### src/rtl/tcc_pkg.sv
// Shared types and constants for the text console cursor writer.
// Holds field widths, character codes, register indexes and the structs
// passed between the cursor engine, the row table and the register block.
package tcc_pkg;

  // Fixed field widths
  localparam int COL_W  = 7;
  localparam int ROW_W  = 5;
  localparam int CODE_W = 8;
  localparam int CLR_W  = 4;

  // Default screen geometry
  localparam int DEF_COLUMNS = 80;
  localparam int DEF_ROWS    = 25;

  // Register port
  localparam int APB_ADDR_W = 3;
  localparam int APB_DATA_W = 32;

  // Control characters
  localparam logic [CODE_W-1:0] CH_BACKSPACE = 8'd8;
  localparam logic [CODE_W-1:0] CH_NEWLINE   = 8'd10;
  localparam logic [CODE_W-1:0] CH_RETURN    = 8'd13;

  // Register reset values
  localparam logic [CLR_W-1:0] FG_RESET = 4'hF;
  localparam logic [CLR_W-1:0] BG_RESET = 4'h0;

  // Register indexes (word address bit 2)
  typedef enum logic [0:0] {
    REG_FOREGROUND = 1'b0,
    REG_BACKGROUND = 1'b1
  } reg_index_t;

  // Colour registers
  typedef struct packed {
    logic [CLR_W-1:0] bg;
    logic [CLR_W-1:0] fg;
  } colour_cfg_t;

  // Update command for the row table, valid for one cycle
  typedef struct packed {
    logic             wr_en;
    logic [ROW_W-1:0] wr_row;
    logic [COL_W-1:0] wr_col;
    logic             scroll;
  } tbl_cmd_t;

endpackage

### src/rtl/text_console_cursor_writer.sv
// Text console cursor writer: takes one word per clock when not stalled (a
// character code or a clear command) and returns one result word per input,
// registered and shown in the cycle after the word is accepted, holding the
// cell write, scroll and clear requests and the new cursor. A new word is
// accepted every cycle while the result register is empty or being taken.
// The row table is cleared by reset at once.
// Depends on tcc_pkg, tcc_regs and tcc_row_table.
module text_console_cursor_writer #(
  parameter int COLUMNS = tcc_pkg::DEF_COLUMNS,
  parameter int ROWS    = tcc_pkg::DEF_ROWS
) (
  input  logic                            clk,
  input  logic                            rst,
  // Configuration port
  input  logic                            psel,
  input  logic                            penable,
  input  logic                            pwrite,
  input  logic [tcc_pkg::APB_ADDR_W-1:0]  paddr,
  input  logic [tcc_pkg::APB_DATA_W-1:0]  pwdata,
  output logic [tcc_pkg::APB_DATA_W-1:0]  prdata,
  output logic                            pready,
  // Input channel
  input  logic                            in_valid,
  output logic                            in_ready,
  input  logic                            action,
  input  logic [tcc_pkg::CODE_W-1:0]      char_code,
  // Result channel
  output logic                            out_valid,
  input  logic                            out_ready,
  output logic                            cell_write,
  output logic [tcc_pkg::ROW_W-1:0]       cell_row,
  output logic [tcc_pkg::COL_W-1:0]       cell_col,
  output logic [tcc_pkg::CODE_W-1:0]      cell_code,
  output logic [tcc_pkg::CODE_W-1:0]      cell_attribute,
  output logic                            scroll_up,
  output logic                            clear_all,
  output logic [tcc_pkg::ROW_W-1:0]       cursor_row_now,
  output logic [tcc_pkg::COL_W-1:0]       cursor_col_now
);
  import tcc_pkg::*;

  localparam logic [COL_W-1:0] LAST_COL = COL_W'(COLUMNS - 1);
  localparam logic [ROW_W-1:0] LAST_ROW = ROW_W'(ROWS - 1);

  colour_cfg_t      cfg;
  tbl_cmd_t         tbl_cmd;
  logic             in_fire;
  logic [ROW_W-1:0] cursor_row, cursor_row_next;
  logic [COL_W-1:0] cursor_col, cursor_col_next;
  logic [ROW_W-1:0] prev_row;
  logic [COL_W-1:0] prev_end;
  logic             advance;
  logic             wr;
  logic [ROW_W-1:0] wrow;
  logic [COL_W-1:0] wcol;
  logic [CODE_W-1:0] wcode;
  logic             tbl_wr;
  logic             scroll;
  logic             clr;

  tcc_regs u_regs (
    .clk     (clk),
    .rst     (rst),
    .psel    (psel),
    .penable (penable),
    .pwrite  (pwrite),
    .paddr   (paddr),
    .pwdata  (pwdata),
    .prdata  (prdata),
    .pready  (pready),
    .cfg     (cfg)
  );

  tcc_row_table #(.ROWS(ROWS)) u_row_table (
    .clk    (clk),
    .rst    (rst),
    .cmd    (tbl_cmd),
    .rd_row (prev_row),
    .rd_col (prev_end)
  );

  // Handshake: the result register frees up when it is empty or being taken.
  assign in_ready = !out_valid || out_ready;
  assign in_fire  = in_valid && in_ready;
  assign prev_row = cursor_row - ROW_W'(1);

  // Cursor update for one word.
  always_comb begin
    cursor_row_next = cursor_row;
    cursor_col_next = cursor_col;
    advance = 1'b0;
    wr      = 1'b0;
    wrow    = '0;
    wcol    = '0;
    wcode   = '0;
    tbl_wr  = 1'b0;
    scroll  = 1'b0;
    clr     = 1'b0;
    if (action) begin
      clr             = 1'b1;
      cursor_row_next = '0;
      cursor_col_next = '0;
    end else begin
      unique case (char_code)
        CH_NEWLINE: begin
          cursor_col_next = '0;
          advance         = 1'b1;
        end
        CH_RETURN: begin
          cursor_col_next = '0;
        end
        CH_BACKSPACE: begin
          if (cursor_col != '0 || cursor_row != '0) begin
            if (cursor_col == '0) begin
              cursor_row_next = prev_row;
              cursor_col_next = prev_end;
            end else begin
              cursor_col_next = cursor_col - COL_W'(1);
            end
            wr   = 1'b1;
            wrow = cursor_row_next;
            wcol = cursor_col_next;
          end
        end
        default: begin
          wr     = 1'b1;
          wrow   = cursor_row;
          wcol   = cursor_col;
          wcode  = char_code;
          tbl_wr = 1'b1;
          if (cursor_col == LAST_COL) begin
            cursor_col_next = '0;
            advance         = 1'b1;
          end else begin
            cursor_col_next = cursor_col + COL_W'(1);
          end
        end
      endcase
    end
    // Moving past the last row scrolls and parks the cursor at its start.
    if (advance) begin
      if (cursor_row == LAST_ROW) begin
        scroll          = 1'b1;
        cursor_row_next = LAST_ROW;
        cursor_col_next = '0;
      end else begin
        cursor_row_next = cursor_row + ROW_W'(1);
      end
    end
  end

  // Row table command, only on an accepted word.
  always_comb begin
    tbl_cmd.wr_en  = in_fire && tbl_wr;
    tbl_cmd.wr_row = cursor_row;
    tbl_cmd.wr_col = cursor_col;
    tbl_cmd.scroll = in_fire && scroll;
  end

  // Cursor registers.
  always_ff @(posedge clk) begin
    if (rst) begin
      cursor_row <= '0;
      cursor_col <= '0;
    end else if (in_fire) begin
      cursor_row <= cursor_row_next;
      cursor_col <= cursor_col_next;
    end
  end

  // Result valid flag.
  always_ff @(posedge clk) begin
    if (rst) begin
      out_valid <= 1'b0;
    end else if (in_fire) begin
      out_valid <= 1'b1;
    end else if (out_ready) begin
      out_valid <= 1'b0;
    end
  end

  // Result payload register.
  always_ff @(posedge clk) begin
    if (in_fire) begin
      cell_write     <= wr;
      cell_row       <= wrow;
      cell_col       <= wcol;
      cell_code      <= wcode;
      cell_attribute <= wr ? {cfg.bg, cfg.fg} : '0;
      scroll_up      <= scroll;
      clear_all      <= clr;
      cursor_row_now <= cursor_row_next;
      cursor_col_now <= cursor_col_next;
    end
  end

  // The cursor always stays on the screen.
  assert property (@(posedge clk) disable iff (rst)
    (cursor_row <= LAST_ROW) && (cursor_col <= LAST_COL))
    else $error("cursor left the screen");

  // A scroll result leaves the cursor at the start of the bottom row.
  assert property (@(posedge clk) disable iff (rst)
    (out_valid && scroll_up) |-> (cursor_row_now == LAST_ROW && cursor_col_now == '0))
    else $error("scroll result with cursor off the bottom row start");

  // A clear result homes the cursor and writes no cell.
  assert property (@(posedge clk) disable iff (rst)
    (out_valid && clear_all) |->
      (cursor_row_now == '0 && cursor_col_now == '0 && !cell_write && !scroll_up))
    else $error("clear result not homed");

  // The cursor registers follow the reported cursor after an accepted word.
  assert property (@(posedge clk) disable iff (rst)
    in_fire |=> (cursor_row == cursor_row_now && cursor_col == cursor_col_now))
    else $error("cursor registers differ from reported cursor");

  // Without a cell write the cell fields read as zero.
  assert property (@(posedge clk) disable iff (rst)
    (out_valid && !cell_write) |->
      (cell_row == '0 && cell_col == '0 && cell_code == '0 && cell_attribute == '0))
    else $error("cell fields set without a cell write");

endmodule

### src/rtl/tcc_regs.sv
// Colour configuration registers behind an APB-style port.
// Depends on tcc_pkg for widths, reset values and register indexes.
module tcc_regs (
  input  logic                            clk,
  input  logic                            rst,
  input  logic                            psel,
  input  logic                            penable,
  input  logic                            pwrite,
  input  logic [tcc_pkg::APB_ADDR_W-1:0]  paddr,
  input  logic [tcc_pkg::APB_DATA_W-1:0]  pwdata,
  output logic [tcc_pkg::APB_DATA_W-1:0]  prdata,
  output logic                            pready,
  output tcc_pkg::colour_cfg_t            cfg
);
  import tcc_pkg::*;

  logic       wr_fire;
  reg_index_t idx;

  // Registers sit on word boundaries; bit 2 picks the register.
  assign idx     = reg_index_t'(paddr[2]);
  assign pready  = 1'b1;
  assign wr_fire = psel && penable && pwrite && pready;

  // Register writes on the access phase.
  always_ff @(posedge clk) begin
    if (rst) begin
      cfg.fg <= FG_RESET;
      cfg.bg <= BG_RESET;
    end else if (wr_fire) begin
      unique case (idx)
        REG_FOREGROUND: cfg.fg <= pwdata[CLR_W-1:0];
        REG_BACKGROUND: cfg.bg <= pwdata[CLR_W-1:0];
        default: ;
      endcase
    end
  end

  // Read data.
  always_comb begin
    prdata = '0;
    unique case (idx)
      REG_FOREGROUND: prdata[CLR_W-1:0] = cfg.fg;
      REG_BACKGROUND: prdata[CLR_W-1:0] = cfg.bg;
      default: ;
    endcase
  end

endmodule

### src/rtl/tcc_row_table.sv
// Per-row record of the last written column, one register per row.
// Depends on tcc_pkg; supports a single write and a one-row shift per cycle.
module tcc_row_table #(
  parameter int ROWS = tcc_pkg::DEF_ROWS
) (
  input  logic                        clk,
  input  logic                        rst,
  input  tcc_pkg::tbl_cmd_t           cmd,
  input  logic [tcc_pkg::ROW_W-1:0]   rd_row,
  output logic [tcc_pkg::COL_W-1:0]   rd_col
);
  import tcc_pkg::*;

  localparam int IDX_W = (ROWS > 1) ? $clog2(ROWS) : 1;

  logic [COL_W-1:0] ends      [ROWS];
  logic [COL_W-1:0] written   [ROWS];
  logic [COL_W-1:0] ends_next [ROWS];

  // Apply the write first, then the scroll shift on top of it.
  always_comb begin
    for (int i = 0; i < ROWS; i++) begin
      written[i] = (cmd.wr_en && (cmd.wr_row == ROW_W'(i))) ? cmd.wr_col : ends[i];
    end
    for (int i = 0; i < ROWS - 1; i++) begin
      ends_next[i] = cmd.scroll ? written[i + 1] : written[i];
    end
    ends_next[ROWS-1] = cmd.scroll ? '0 : written[ROWS-1];
  end

  // Table registers, cleared at reset.
  always_ff @(posedge clk) begin
    if (rst) begin
      for (int i = 0; i < ROWS; i++) begin
        ends[i] <= '0;
      end
    end else begin
      for (int i = 0; i < ROWS; i++) begin
        ends[i] <= ends_next[i];
      end
    end
  end

  // Read port; rows outside the table read as zero.
  assign rd_col = (int'(rd_row) < ROWS) ? ends[rd_row[IDX_W-1:0]] : '0;

endmodule

### config.mk
export PLATFORM = sky130hd
export DESIGN_NAME = text_console_cursor_writer
export DESIGN_NICKNAME = d
export VERILOG_FILES = /design/src/rtl/tcc_pkg.sv /design/src/rtl/text_console_cursor_writer.sv /design/src/rtl/tcc_regs.sv /design/src/rtl/tcc_row_table.sv
export SDC_FILE = /design/constraint.sdc
export NUM_CORES = 1
export LEC_CHECK = 0
export ABC_AREA = 1
export BUFFER_PORTS_ARGS = -buffer_cell sky130_fd_sc_hd__buf_2
export CORE_UTILIZATION = 32
export CTS_BUF_LIST = sky130_fd_sc_hd__clkbuf_4
export CTS_CLUSTER_DIAMETER = 50
export CTS_CLUSTER_SIZE = 20
export DETAILED_ROUTE_END_ITERATION = 16
export PLACE_DENSITY = 0.59
export RECOVER_POWER = 100
export SLEW_MARGIN = 20
export SYNTH_ARGS = -nofsm -noshare
export SYNTH_HDL_FRONTEND = slang
export SYNTH_SLANG_ARGS = --single-unit
### constraint.sdc
create_clock -name clk -period 6.3 [get_ports clk]
set_input_delay 0.63 -clock clk [delete_from_list [all_inputs] [get_ports clk]]
set_output_delay 0.63 -clock clk [all_outputs]
set_load 0.03 [all_outputs]
After elaboration in Yosys (flattened, before gate mapping)
Memories as Yosys holds them, arrays and structs flattened.
Index checks and enable logic that the tools add are counted.
{ "word_totals": {"ff_bits": 64, "inputBits": 51, "n_memories": 1, "out_inout_bits": 78, "mem_bits_rw": 175, "elab_cells": 230, "romBits": 0, "latch_bits": 0} }
{ "op_classes": {"div_mod_pow": 0, "multipliers": 0, "reduce_logical": 45, "n_shift": 0, "n_lt_le_gt_ge": 1, "muxes": 110, "eq_ne": 29, "addsub": 4, "n_bitwise": 26} }
{ "mem_list": {"columns": ["name", "words", "width", "rd", "rd_clocked_by_memory_dff", "write_ports", "line", "rtl"], "rows": [
  ["u_row_table.ends", 25, 7, 25, 0, 25, "tcc_row_table.sv:16", "logic [COL_W-1:0] ends [ROWS];"]
]} }
{ "op_table": {"columns": ["operator", "count"], "rows": [
  ["7-bit two-way mux", 83],
  ["5-bit == test, second input constant", 9],
  ["5-bit by 4-bit == test with 1-bit output, second input constant", 8],
  ["5-bit two-way mux", 7],
  ["1-bit logical AND", 30],
  ["7-bit one-hot mux with 2 select lines", 2],
  ["1-bit bitwise OR", 25],
  ["8-bit by 4-bit == test with 1-bit output, second input constant", 3],
  ["5-bit by 3-bit == test with 1-bit output, second input constant", 4],
  ["1-bit two-way mux", 14],
  ["5-bit by 2-bit == test with 1-bit output, second input constant", 2],
  ["5-bit one-hot mux with 2 select lines", 1],
  ["4-bit one-hot mux with 2 select lines", 1],
  ["7-bit by 1-bit adder with 7-bit output, second input constant", 1],
  ["7-bit == test, second input constant", 1],
  ["7-bit zero test", 1],
  ["7-bit nonzero test", 1],
  ["7-bit by 1-bit subtractor with 7-bit output, second input constant", 1],
  ["2-bit AND reduction", 3],
  ["5-bit by 1-bit adder with 5-bit output, second input constant", 1],
  ["5-bit by 1-bit == test with 1-bit output, second input constant", 1],
  ["5-bit zero test", 1],
  ["5-bit < comparator, second input constant", 1],
  ["5-bit nonzero test", 1],
  ["10 further kinds", 13]
]} }

Depth between registers and ports, before layout
Gate-level depths: netlist (run 1).
{ "depth": {"depth_word": 9, "depth_mapped": 19, "ltp_nobuf": 16} }

Cells and area by module
From an unflattened synthesis (run 1), not the netlist that was laid out.
{ "unflattened": {"cells_unflattened": 1846, "area_unflattened_um2": 12861.1} }
{ "by_module_without_submodules": {"columns": ["module", "instances", "cells_each", "area_per_inst_um2"], "rows": [
  ["tcc_row_table", 1, 1392, 9118.7],
  ["text_console_cursor_writer", 1, 361, 3108.0],
  ["tcc_regs", 1, 93, 634.4]
]} }

Worst setup path before layout (run 1)
OpenSTA, ideal clock, no wires.
{ "synth_path": {"kind": "input to register", "start": "input port out_ready", "end": "register cursor_row[1]", "setup_slack_ns": 3.184, "setup_ns": 0.112, "n_path_buf": 1, "stages": 8, "arrival_time_ns": 3.004, "path_cell_list": "inv_1 -> nand2_1 -> nand2_1 -> inv_1 -> clkbuf_1 -> o211ai_1 -> nand2_1 -> inv_1"} }
{ "synth_via": {"elab_chain_len": 2} }
{ "synth_rtl": {"columns": ["element", "line", "rtl"], "rows": [
  ["start: declaration", "text_console_cursor_writer.sv:29", "input logic out_ready,"],
  ["1-bit logical OR", "text_console_cursor_writer.sv:83", "assign in_ready = !out_valid || out_ready;"],
  ["via in_ready", "text_console_cursor_writer.sv:24", "output logic in_ready,"],
  ["1-bit logical AND", "text_console_cursor_writer.sv:84", "assign in_fire = in_valid && in_ready;"],
  ["via in_fire", "text_console_cursor_writer.sv:47", "logic in_fire;"],
  ["end signal: assignment", "text_console_cursor_writer.sv:166", "cursor_row <= cursor_row_next;"],
  ["end: declaration", "text_console_cursor_writer.sv:48", "logic [ROW_W-1:0] cursor_row, cursor_row_next;"]
]} }
The timed path passes the listed nets, and every way through them passes these cells.
A chain may end at the register's enable or synchronous reset.

Worst setup path after layout (run 1)
{ "layout_path": {"start": "register cursor_row[1]", "end": "register cursor_col_now[3] (netlist name), data pin"} }
{ "layout_via": {"elab_chain_len": 9} }
{ "layout_rtl": {"columns": ["element", "line", "rtl"], "rows": [
  ["5-bit by 1-bit subtractor with 5-bit output", "text_console_cursor_writer.sv:85", "assign prev_row = cursor_row - ROW_W'(1);"],
  ["memory 25 x 7 bit or 5-bit < comparator (tied branches)", null, null],
  ["7-bit two-way mux", "tcc_row_table.sv:45", "assign rd_col = (int'(rd_row) < ROWS) ? ends[rd_row[IDX_W-1:0]] : '0;"],
  ["7-bit two-way mux", "text_console_cursor_writer.sv:114", "if (cursor_col == '0) begin"],
  ["7-bit two-way mux", "text_console_cursor_writer.sv:113", "if (cursor_col != '0 || cursor_row != '0) begin"],
  ["7-bit one-hot mux with 2 select lines", "text_console_cursor_writer.sv:104", "unique case (char_code)"],
  ["7-bit two-way mux", "text_console_cursor_writer.sv:99", "if (action) begin"],
  ["7-bit two-way mux", "text_console_cursor_writer.sv:142", "if (cursor_row == LAST_ROW) begin"],
  ["7-bit two-way mux *", "text_console_cursor_writer.sv:141", "if (advance) begin"],
  ["via cursor_col_next[3]", "text_console_cursor_writer.sv:49", "logic [COL_W-1:0] cursor_col, cursor_col_next;"],
  ["end signal: assignment", "text_console_cursor_writer.sv:193", "cursor_col_now <= cursor_col_next;"],
  ["end: declaration", "text_console_cursor_writer.sv:38", "output logic [tcc_pkg::COL_W-1:0] cursor_col_now"]
]} }
The timed path passes the listed nets; every way through them passes the cells marked *.

==> results of run 1 <==
## path summary, 6_finish.rpt
kind,end,depth (start not counted)
setup / recovery,cursor_col_now[3]$_DFFE_PP_,13
hold reg to reg,u_regs.cfg[5]$_SDFFE_PP0P_,2
setup reg to reg,cursor_col_now[3]$_DFFE_PP_,13
hold / removal,u_regs.cfg[3]$_SDFFE_PP1P_,3
## where the power goes
part           internal, W  switching (W)
combinational     0.000103       0.000386
sequential         0.00160      0.0000217
clock             0.000291       0.000623
total              0.00199        0.00103
## sequential cells by signal, summed over array words and instances, names as in the netlist
| name | flops |
|---|---|
| u_row_table.ends | 175 |
| cell_attribute | 8 |
| cell_code | 8 |
| u_regs.cfg | 8 |
| cell_col | 7 |
| cursor_col | 7 |
| cursor_col_now | 7 |
| cell_row | 5 |
| cursor_row | 5 |
| cursor_row_now | 5 |
| cell_write | 1 |
| clear_all | 1 |
| out_valid | 1 |
| scroll_up | 1 |
## worst reg2reg max path, stage by stage (launching register included)
cell and delay (ps):
dfxtp_1 490, inv_1 200, ha_1 310, clkbuf_2 710, inv_1 1660, nand3_1 270
nand3_1 230, nand3_1 200, nand2_1 230, nand2_1 100, nand3_1 160, nand2_1 70
nand3_1 100, inv_1 50
## metrics by stage
step	power, W	hold WS [ps]	area [sq um]	instances
6_report	0.003021	101.1	13310	2406
5_1_grt	0.003151	80.29	13310	2406
4_1_cts	0.003045	70.59	13410	2405
3_5_place_dp	0.002140	461.2	13020	2356
3_3_place_gp	0.002139	457.5	13020	2356
2_1_floorplan	0.001998	444.7	12770	1911
## layout make-up
cell class              count  area, sq um  share of cell area (%)
multi-input cells        1440         6316                   47.47
flip-flops and latches    239         5286                   39.73
well taps                 518        648.1                   4.871
repair buffers             79        350.3                   2.633
inverters                  80        305.3                   2.294
clock buffers              27        202.7                   1.523
clock inverters            22        195.2                   1.467
diodes                      1        2.502                 0.01881
## cell usage in the layout, fill, tap and decap left out, types with 29 or more instances in the layout
cell type  count
a21oi_1       70
dfxtp_1      188
conb_1        29
nand2_1      762
o21ai_0      197
nand3_1      155
inv_1         64
nor2_1       111
edfxtp_1      50
o21ai_1       31
clkbuf_1      52
## cell families after synthesis
| group | Yosys count |
|---|---|
| AO/OA/AOI/OAI | 334 |
| XOR/XNOR | 10 |
| adder cells (fa/ha/maj) | 8 |
| buffers and inverters | 232 |
| flip-flops | 239 |
| other | 2 |
| AND/OR/NAND/NOR | 1059 |
## per-layer routing
metal	part of all wire, %	wire [um]
met5	0	0
met2	45	16690
met3	5.7	2107
met1	45	16610
met4	3.9	1430
==> flow_summary.ini, run 1 <==
[cts]
clk_latency_ps = 750
htree_levels = 1
clkSinkCount = 239
cts_resized = 0
clockBufferDepth = 3
cts_setup_buffers = 0
cts_tree = built
cts.clk_slew.worst_paths_ps = 160
cts_buffers = 27
holdBufCountCts = 0
cts-root-buf = clkbuf_4

[yosys]
syn_inst = 1884
synthAdderAreaFrac_pct = 0.7899
yosysTopAreaCellShare_pct = 29.86
synth_area_sq_um = 12670
synth_top_family_by_area = simple AND/OR/NAND/NOR gates
async_flop_share_pct = 0
ys_types = 41
synth-edff-count = 50
synth-seq-cells = 239
synthMostInstantiatedCell = nand2_1
synth_xor_area_share_pct = 0.6912
synth_commonest_cells = nand2_1 (760), dfxtp_1 (189), o21ai_0 (173), nand3_1 (153), nor2_1 (109)
syn_area_per_cell_sq_um = 6.726
yosys.area.top_type = dfxtp_1
yosysWarningCount = 0
synth_area_leaders = dfxtp_1 (30%), nand2_1 (23%), edfxtp_1 (12%), o21ai_0 (6.8%), nand3_1 (6.0%)
synth-compound-area-share_pct = 13.74
synth.area.mux_share_pct = 0
synth-seq-area-share_pct = 41.71
ys.flop_type = dfxtp_1
synthSimpleGateAreaFrac_pct = 34.06

[setup_path]
cpMostUsedCell = nand3_1
critPathMaxFanout = 45
critical_path.cell_chain = inv_1 > ha_1 > clkbuf_2 > inv_1 > nand3_1 > nand3_1 > nand3_1 > nand2_1 > nand2_1 > nand3_1 > nand2_1 > nand3_1 > inv_1
worst-path-buf-inv = 4
worst-setup-path-type = reg -> reg
critical-path-top-delay-family = buffers and inverters
arrival_ps = 5480
slowest_stage = inv_1
cp-startpoint = cursor_row[1]$_SDFFE_PP0P_
regToRegStartpoint = cursor_row[1]$_SDFFE_PP0P_
crit_required_ps = 6830
critPathCaptureType = flip-flop
rrSetupSlack_ps = 1350
start_kind = flip-flop
slowest_delay_ps = 1650

[detailed_routing]
wire_per_inst_um = 15.31
final_antenna_net_count = 0
viasPerCell = 4.983
initialDrtViolationCount = 879
vias = 11990
drt_pass1_iterations = 5
route.detailed.drc = 0
routed_wl_um = 36840

[min_path]
hold_class = in -> reg
hold_start = pwdata[3]

[floorplan]
die_area_sq_um = 40400
start_util_pct = 32.64
std_cell_rows = 72
die_w_um = 201
core-area_sq_um = 38830
io_pins = 129
die_height_um = 201

[placement]
dp_slack_ps = 2305
portBuffers = 69
place_congestion = 0.8983
dp_hpwl_um = 22950

[grt]
grt.met1_usage_pct = 23.62
grt_overflow = 0
grt_use_total_pct = 17.85
antenna_found_initial = 1
grt_use_met2_pct = 29.52
use_met3_pct = 2.094
grt_pass1_wl_um = 59270
grt_max_degree = 89
busiest_layer = met2
grt_pass1_vias = 11090

[timing]
worst_slack_ps = 1348
timing.final.max_slew_violations = 105
fmax_mhz = 201.9
fin_crit_sh_pct = 78.61
grt_setup_unrepaired = no
hold_violations = 0
fin_skew_ps = 55.23
setup_viol = 0
max-slew-margin-rel_pct = -83.60
min_period_ps = 4952
tns_ps = 0
worst_slew_pin_slew_ps = 2754

[status]
status = finished, violations left
failed_checks = max-capacitance violations, max-slew violations

[final_layout]
nets = 1926
drive_gt1_share_pct = 5.299
syn2layout_area_growth_pct = 5.006
fill_cells = 4202
final_core_util_pct = 34.27

[pwr]
leakagePower_nw = 5.233
power.density_nw_per_um2 = 227.0
irDropWorstVdd_v = 0.00007947

[flow_run]
max_cap_viol_count = 2
Power figures use the tool's default switching activity.
==> run 2: changes to the inputs <==
Clock period 6.3 ns to 4.6 ns, I/O delays scaled along.
==> run 2 against run 1 <==
  * The flow still finishes with violations (max-capacitance violations, max-slew violations)
  * Flip-flop and latch count unchanged
  * Routed wire length up 0.36%
  * Sequential power up 36%
  * Die area unchanged
  * Core utilization up 0.44 points
  * Critical path depth unchanged
  * Critical endpoint is now u_row_table.ends[21][3]$_SDFF_PP0_
==> flow_summary.ini, run 2 (synthesized netlist as in run 1, its figures left out) <==
[status]
status = finished, violations left
failed_checks = max-capacitance violations, max-slew violations

[timing]
worst_slew_pin_slew_ps = 2690
grt_setup_unrepaired = no
fin_crit_sh_pct = 86.98
min_period_ps = 4001
timing.final.max_slew_violations = 59
max-slew-margin-rel_pct = -79.34
hold_violations = 0
setup_viol = 0
fmax_mhz = 249.9
tns_ps = 0
fin_skew_ps = 27.75

[detailed_routing]
vias = 12030
final_antenna_net_count = 0
viasPerCell = 4.973
routed_wl_um = 36970
drt_pass1_iterations = 6
wire_per_inst_um = 15.29
initialDrtViolationCount = 1107
route.detailed.drc = 0

[setup_path]
rrSetupSlack_ps = 600
worst-setup-path-type = reg -> reg
cp.depth = 13
critical-path-top-delay-family = buffers and inverters
slowest_delay_ps = 640
crit_required_ps = 5240
reg2reg_to = u_row_table.ends[21][3]$_SDFF_PP0_
critical_path.cell_chain = inv_1 > ha_1 > inv_1 > nor3_1 > nand2_1 > clkinv_1 > nand3_1 > nor2_4 > nand2_4 > clkinv_2 > clkbuf_2 > nand2_1 > o21ai_0
critPathCaptureType = flip-flop
r2r_cells = 13
regToRegStartpoint = cursor_row[1]$_SDFFE_PP0P_
slowest_stage = clkbuf_2
worstSetupEndpoint = u_row_table.ends[21][3]$_SDFF_PP0_
arrival_ps = 4640
worst-path-buf-inv = 5
start_kind = flip-flop
cp-startpoint = cursor_row[1]$_SDFFE_PP0P_
critPathMaxFanout = 41

[final_layout]
regMostFlops = u_row_table.ends
drive_gt1_share_pct = 5.424
nets = 1938
seq_area_sq_um = 5285
final_area_sq_um = 13480
layout_commonest_cell = nand2_1
layout_common_cells = nand2_1 (761), o21ai_0 (198), dfxtp_1 (189), nand3_1 (154), nor2_1 (110)
multi_input_area_sq_um = 6331
largest_reg_flops = 175
fill_cells = 4316
syn2layout_area_growth_pct = 6.369

[placement]
place_congestion = 0.9080
dpl_cell_area_sq_um = 13090
dp_hpwl_um = 23150
portBuffers = 69

[grt]
grt_pass1_vias = 11020
grt_use_total_pct = 18.11
antenna_found_initial = 1
grt_max_degree = 79
grt_overflow = 0
grt_pass1_wl_um = 59820

[cts]
htree_levels = 1
clk_latency_ps = 720
cts_setup_buffers = 0
cts_resized = 0
clockBufferDepth = 3
clkSinkCount = 239
holdBufCountCts = 5
cts-root-buf = clkbuf_4
cts_tree = built
cts.clk_slew.worst_paths_ps = 140
cts_buffers = 26

[flow_run]
max_cap_viol_count = 1

[pwr]
irDropWorstVdd_v = 0.0001171
power.density_nw_per_um2 = 316.1
leakagePower_nw = 5.304

[min_path]
hold_class = in -> reg
hold_start = char_code[2]

[floorplan]
std_cell_rows = 72
core-area_sq_um = 38830
die_area_sq_um = 40400
io_pins = 129
die_w_um = 201
die_height_um = 201
start_util_pct = 32.64
-- run 2: worst register-to-register path, cell delays in order (launching register included) --
cell	delay (ps)
dfxtp_1	420
inv_1	260
ha_1	270
inv_1	80
nor3_1	320
nand2_1	210
clkinv_1	120
nand3_1	160
nor2_4	340
nand2_4	370
clkinv_2	460
clkbuf_2	660
nand2_1	130
o21ai_0	110
-- run 2: per-layer routing --
metal | vias to the layer above | GRT usage, % | share of wire, %
met4 | 0 | 5.534 | 2.8
met5 | - | 0 | 0
met1 | 5484 | 25.00 | 46
li1 | 6058 | - | -
met3 | 60 | 2.256 | 6.8
met2 | 423 | 29.35 | 44
-- run 2: power breakdown --
group          internal [W]  total (W)  switching [W]
clock              0.000563    0.00137       0.000802
sequential          0.00219    0.00221      0.0000270
combinational      0.000147   0.000683       0.000535
total               0.00290    0.00426        0.00136
-- run 2: through the flow --
step | setup WS, ps | util [%] | hold WS, ps | total power [W] | instances
finish | 598.8 | 34.72 | 62.51 | 0.004261 | 2418
global route | 261.2 | 34.72 | 37.07 | 0.004446 | 2418
CTS | 904.5 | 34.98 | 13.33 | 0.004305 | 2417
detailed placement | 969.0 | 33.71 | 466.0 | 0.002939 | 2364
global placement | 979.4 | 33.71 | 458.9 | 0.002937 | 2364
floorplan | 1654 | - | 444.7 | 0.002737 | 1911
-- run 2: worst min-delay path by stage --
| stage | to | cells past startpoint |
|---|---|---|
| 2_1_floorplan | u_regs.cfg[4]$_SDFFE_PP0P_ | 2 |
| 3_3_place_gp | u_regs.cfg[7]$_SDFFE_PP0P_ | 2 |
| 3_5_place_dp | u_regs.cfg[4]$_SDFFE_PP0P_ | 2 |
| 4_1_cts | cell_code[5]$_SDFFCE_PP0P_ | 3 |
| 5_1_grt | cell_code[5]$_SDFFCE_PP0P_ | 3 |
| 6_report | cell_code[2]$_SDFFCE_PP0P_ | 3 |
-- run 2: layout make-up --
cell class                 count  area share (%)
antenna                        1         0.01856
clock buffer                  29           1.615
clock inverter                19           1.680
inverter                      80           2.274
multi-input combinational   1440           46.97
sequential                   239           39.21
tap                          518           4.808
timing repair buffer          92           3.425
==> run 3: changes to the inputs <==
Settings changed: RECOVER_POWER 100 to 50.
==> run 3 against run 2 <==
  * Largest power group unchanged
  * Highest routed layer unchanged
  * Die area unchanged
  * Power about the same
  * Final cell count unchanged
  * The run still ends with max-capacitance violations, max-slew violations left
  * Clock-buffer cell count unchanged
  * Register-to-register slack better by 20 ps
==> flow_summary.ini, run 3 (synthesized netlist as in run 1, its figures left out) <==
[timing]
fmax_mhz = 251.0
min_period_ps = 3984
fin_skew_ps = 31.89
tns_ps = 0
worst_slew_pin_slew_ps = 2694
fin_crit_sh_pct = 86.60
hold_violations = 0
grt_setup_unrepaired = no
setup_viol = 0
worst_slack_ps = 616.2
max-slew-margin-rel_pct = -79.62
timing.final.max_slew_violations = 59
holdWs_ps = 66.07

[final_layout]
largest_reg_flops = 175
drive_gt1_share_pct = 5.424
nets = 1938
regMostFlops = u_row_table.ends
layout_common_cells = nand2_1 (761), dfxtp_1 (189), o21ai_0 (178), nand3_1 (154), nor2_1 (110)
syn2layout_area_growth_pct = 6.388
final_core_util_pct = 34.72
fill_cells = 4317
layout_commonest_cell = nand2_1

[floorplan]
die_area_sq_um = 40400
die_height_um = 201
io_pins = 129
std_cell_rows = 72
die_w_um = 201
start_util_pct = 32.64
core-area_sq_um = 38830

[flow_run]
max_cap_viol_count = 1

[grt]
grt_use_total_pct = 18.11
grt_max_degree = 79
antenna_found_initial = 1
grt_pass1_vias = 11020
grt_pass1_wl_um = 59820
grt_overflow = 0

[cts]
clk_latency_ps = 720
cts_tree = built
cts_setup_buffers = 0
cts_resized = 0
clockBufferDepth = 3
cts.clk_slew.worst_paths_ps = 130
htree_levels = 1
cts_buffers = 26
clkSinkCount = 239
holdBufCountCts = 5
cts-root-buf = clkbuf_4

[setup_path]
crit_required_ps = 5050
slowest_delay_ps = 900
arrival_ps = 4430
reg2reg_to = cell_row[0]$_SDFFCE_PP0P_
regToRegStartpoint = cursor_col[0]$_SDFFE_PP0P_
worst-path-buf-inv = 2
cpMostUsedCell = nor2_1
r2r_cells = 10
critPathMaxFanout = 25
critical-path-top-delay-family = simple AND/OR/NAND/NOR gates
critical_path.cell_chain = clkbuf_1 > inv_1 > ha_1 > nand3_1 > nor2_1 > nand2_1 > nor2_1 > nor2_1 > o21ai_0 > nor2_1
rrSetupSlack_ps = 620
critPathCaptureType = flip-flop
worst-setup-path-type = reg -> reg
cp-startpoint = cursor_col[0]$_SDFFE_PP0P_
start_kind = flip-flop
slowest_stage = o21ai_0
cp.depth = 10

[min_path]
hold_path_end = cell_code[2]$_SDFFCE_PP0P_
hold_start = char_code[2]
hold_class = in -> reg
hold-path-cell-count = 3

[placement]
dp_slack_ps = 969.0
place_congestion = 0.9080
dp_hpwl_um = 23150
portBuffers = 69

[status]
status = finished, violations left
failed_checks = max-capacitance violations, max-slew violations

[detailed_routing]
route.detailed.drc = 0
final_antenna_net_count = 0
initialDrtViolationCount = 1091
vias = 12080
wire_per_inst_um = 15.27
routed_wl_um = 36930
drt_pass1_iterations = 7
viasPerCell = 4.996

[pwr]
leakagePower_nw = 5.301
irDropWorstVdd_v = 0.0001179
power.density_nw_per_um2 = 316.2
## run 3: cell count changes in the layout (fill, tap and decap cells not counted)
cell / delta
and2_0: -1
o21ai_1: +20
clkbuf_2: -1
clkbuf_4: -1
buf_4: +2
and2_1: +1
o21ai_0: -20
## run 3: tightest hold or removal path: cells and delay by family
family	cells	cell delay, ps
buffers and inverters	2	130
and+or+nand+nor	1	80
## run 3: routing by layer
layer / share of wire [%] / track usage (%) / up-vias
met5: 0 / 0 / -
met3: 6.4 / 2.256 / 55
li1: - / - / 6056
met4: 2.6 / 5.534 / 0
met1: 46 / 25.00 / 5523
met2: 45 / 29.35 / 446
## run 3: final cells by class
type	count	area, sq um	area share, %
Clock buffer	29	217.7	1.615
Inverter	80	306.5	2.274
Tap cell	518	648.1	4.807
Multi-Input combinational cell	1440	6331	46.96
Sequential cell	239	5285	39.20
Antenna cell	1	2.502	0.01856
Clock inverter	19	226.5	1.680
Timing Repair Buffer	92	464.2	3.443
## run 3: worst max-delay path by stage
| stage | end | slack (ps) |
|---|---|---|
| final | cell_row[0]$_SDFFCE_PP0P_ | 620 |
| after global routing | cell_attribute[6]$_SDFFCE_PN0P_ | 260 |
| after CTS | u_row_table.ends[13][5]$_SDFF_PP0_ | 900 |
| after detailed placement | u_row_table.ends[13][5]$_SDFF_PP0_ | 970 |
| after global placement | u_row_table.ends[8][0]$_SDFF_PP0_ | 980 |
| after floorplan | cursor_row[1]$_SDFFE_PP0P_ | 1650 |
## run 3: report_power, final
group / leakage [nW] / internal, W / switching, W / total, W
clock: 0.236 / 0.000564 / 0.000805 / 0.00137
combinational: 3.03 / 0.000148 / 0.000534 / 0.000682
sequential: 2.03 / 0.00219 / 0.0000268 / 0.00221
total: 5.30 / 0.00290 / 0.00137 / 0.00426
## run 3: stage by stage
| step | instances | total power, W | area, sq um |
|---|---|---|---|
| after CTS | 2417 | 0.004305 | 13580 |
| after global routing | 2418 | 0.004446 | 13480 |
| after floorplan | 1911 | 0.002737 | 12770 |
| after detailed placement | 2364 | 0.002939 | 13090 |
| final | 2418 | 0.004263 | 13480 |
| after global placement | 2364 | 0.002937 | 13090 |
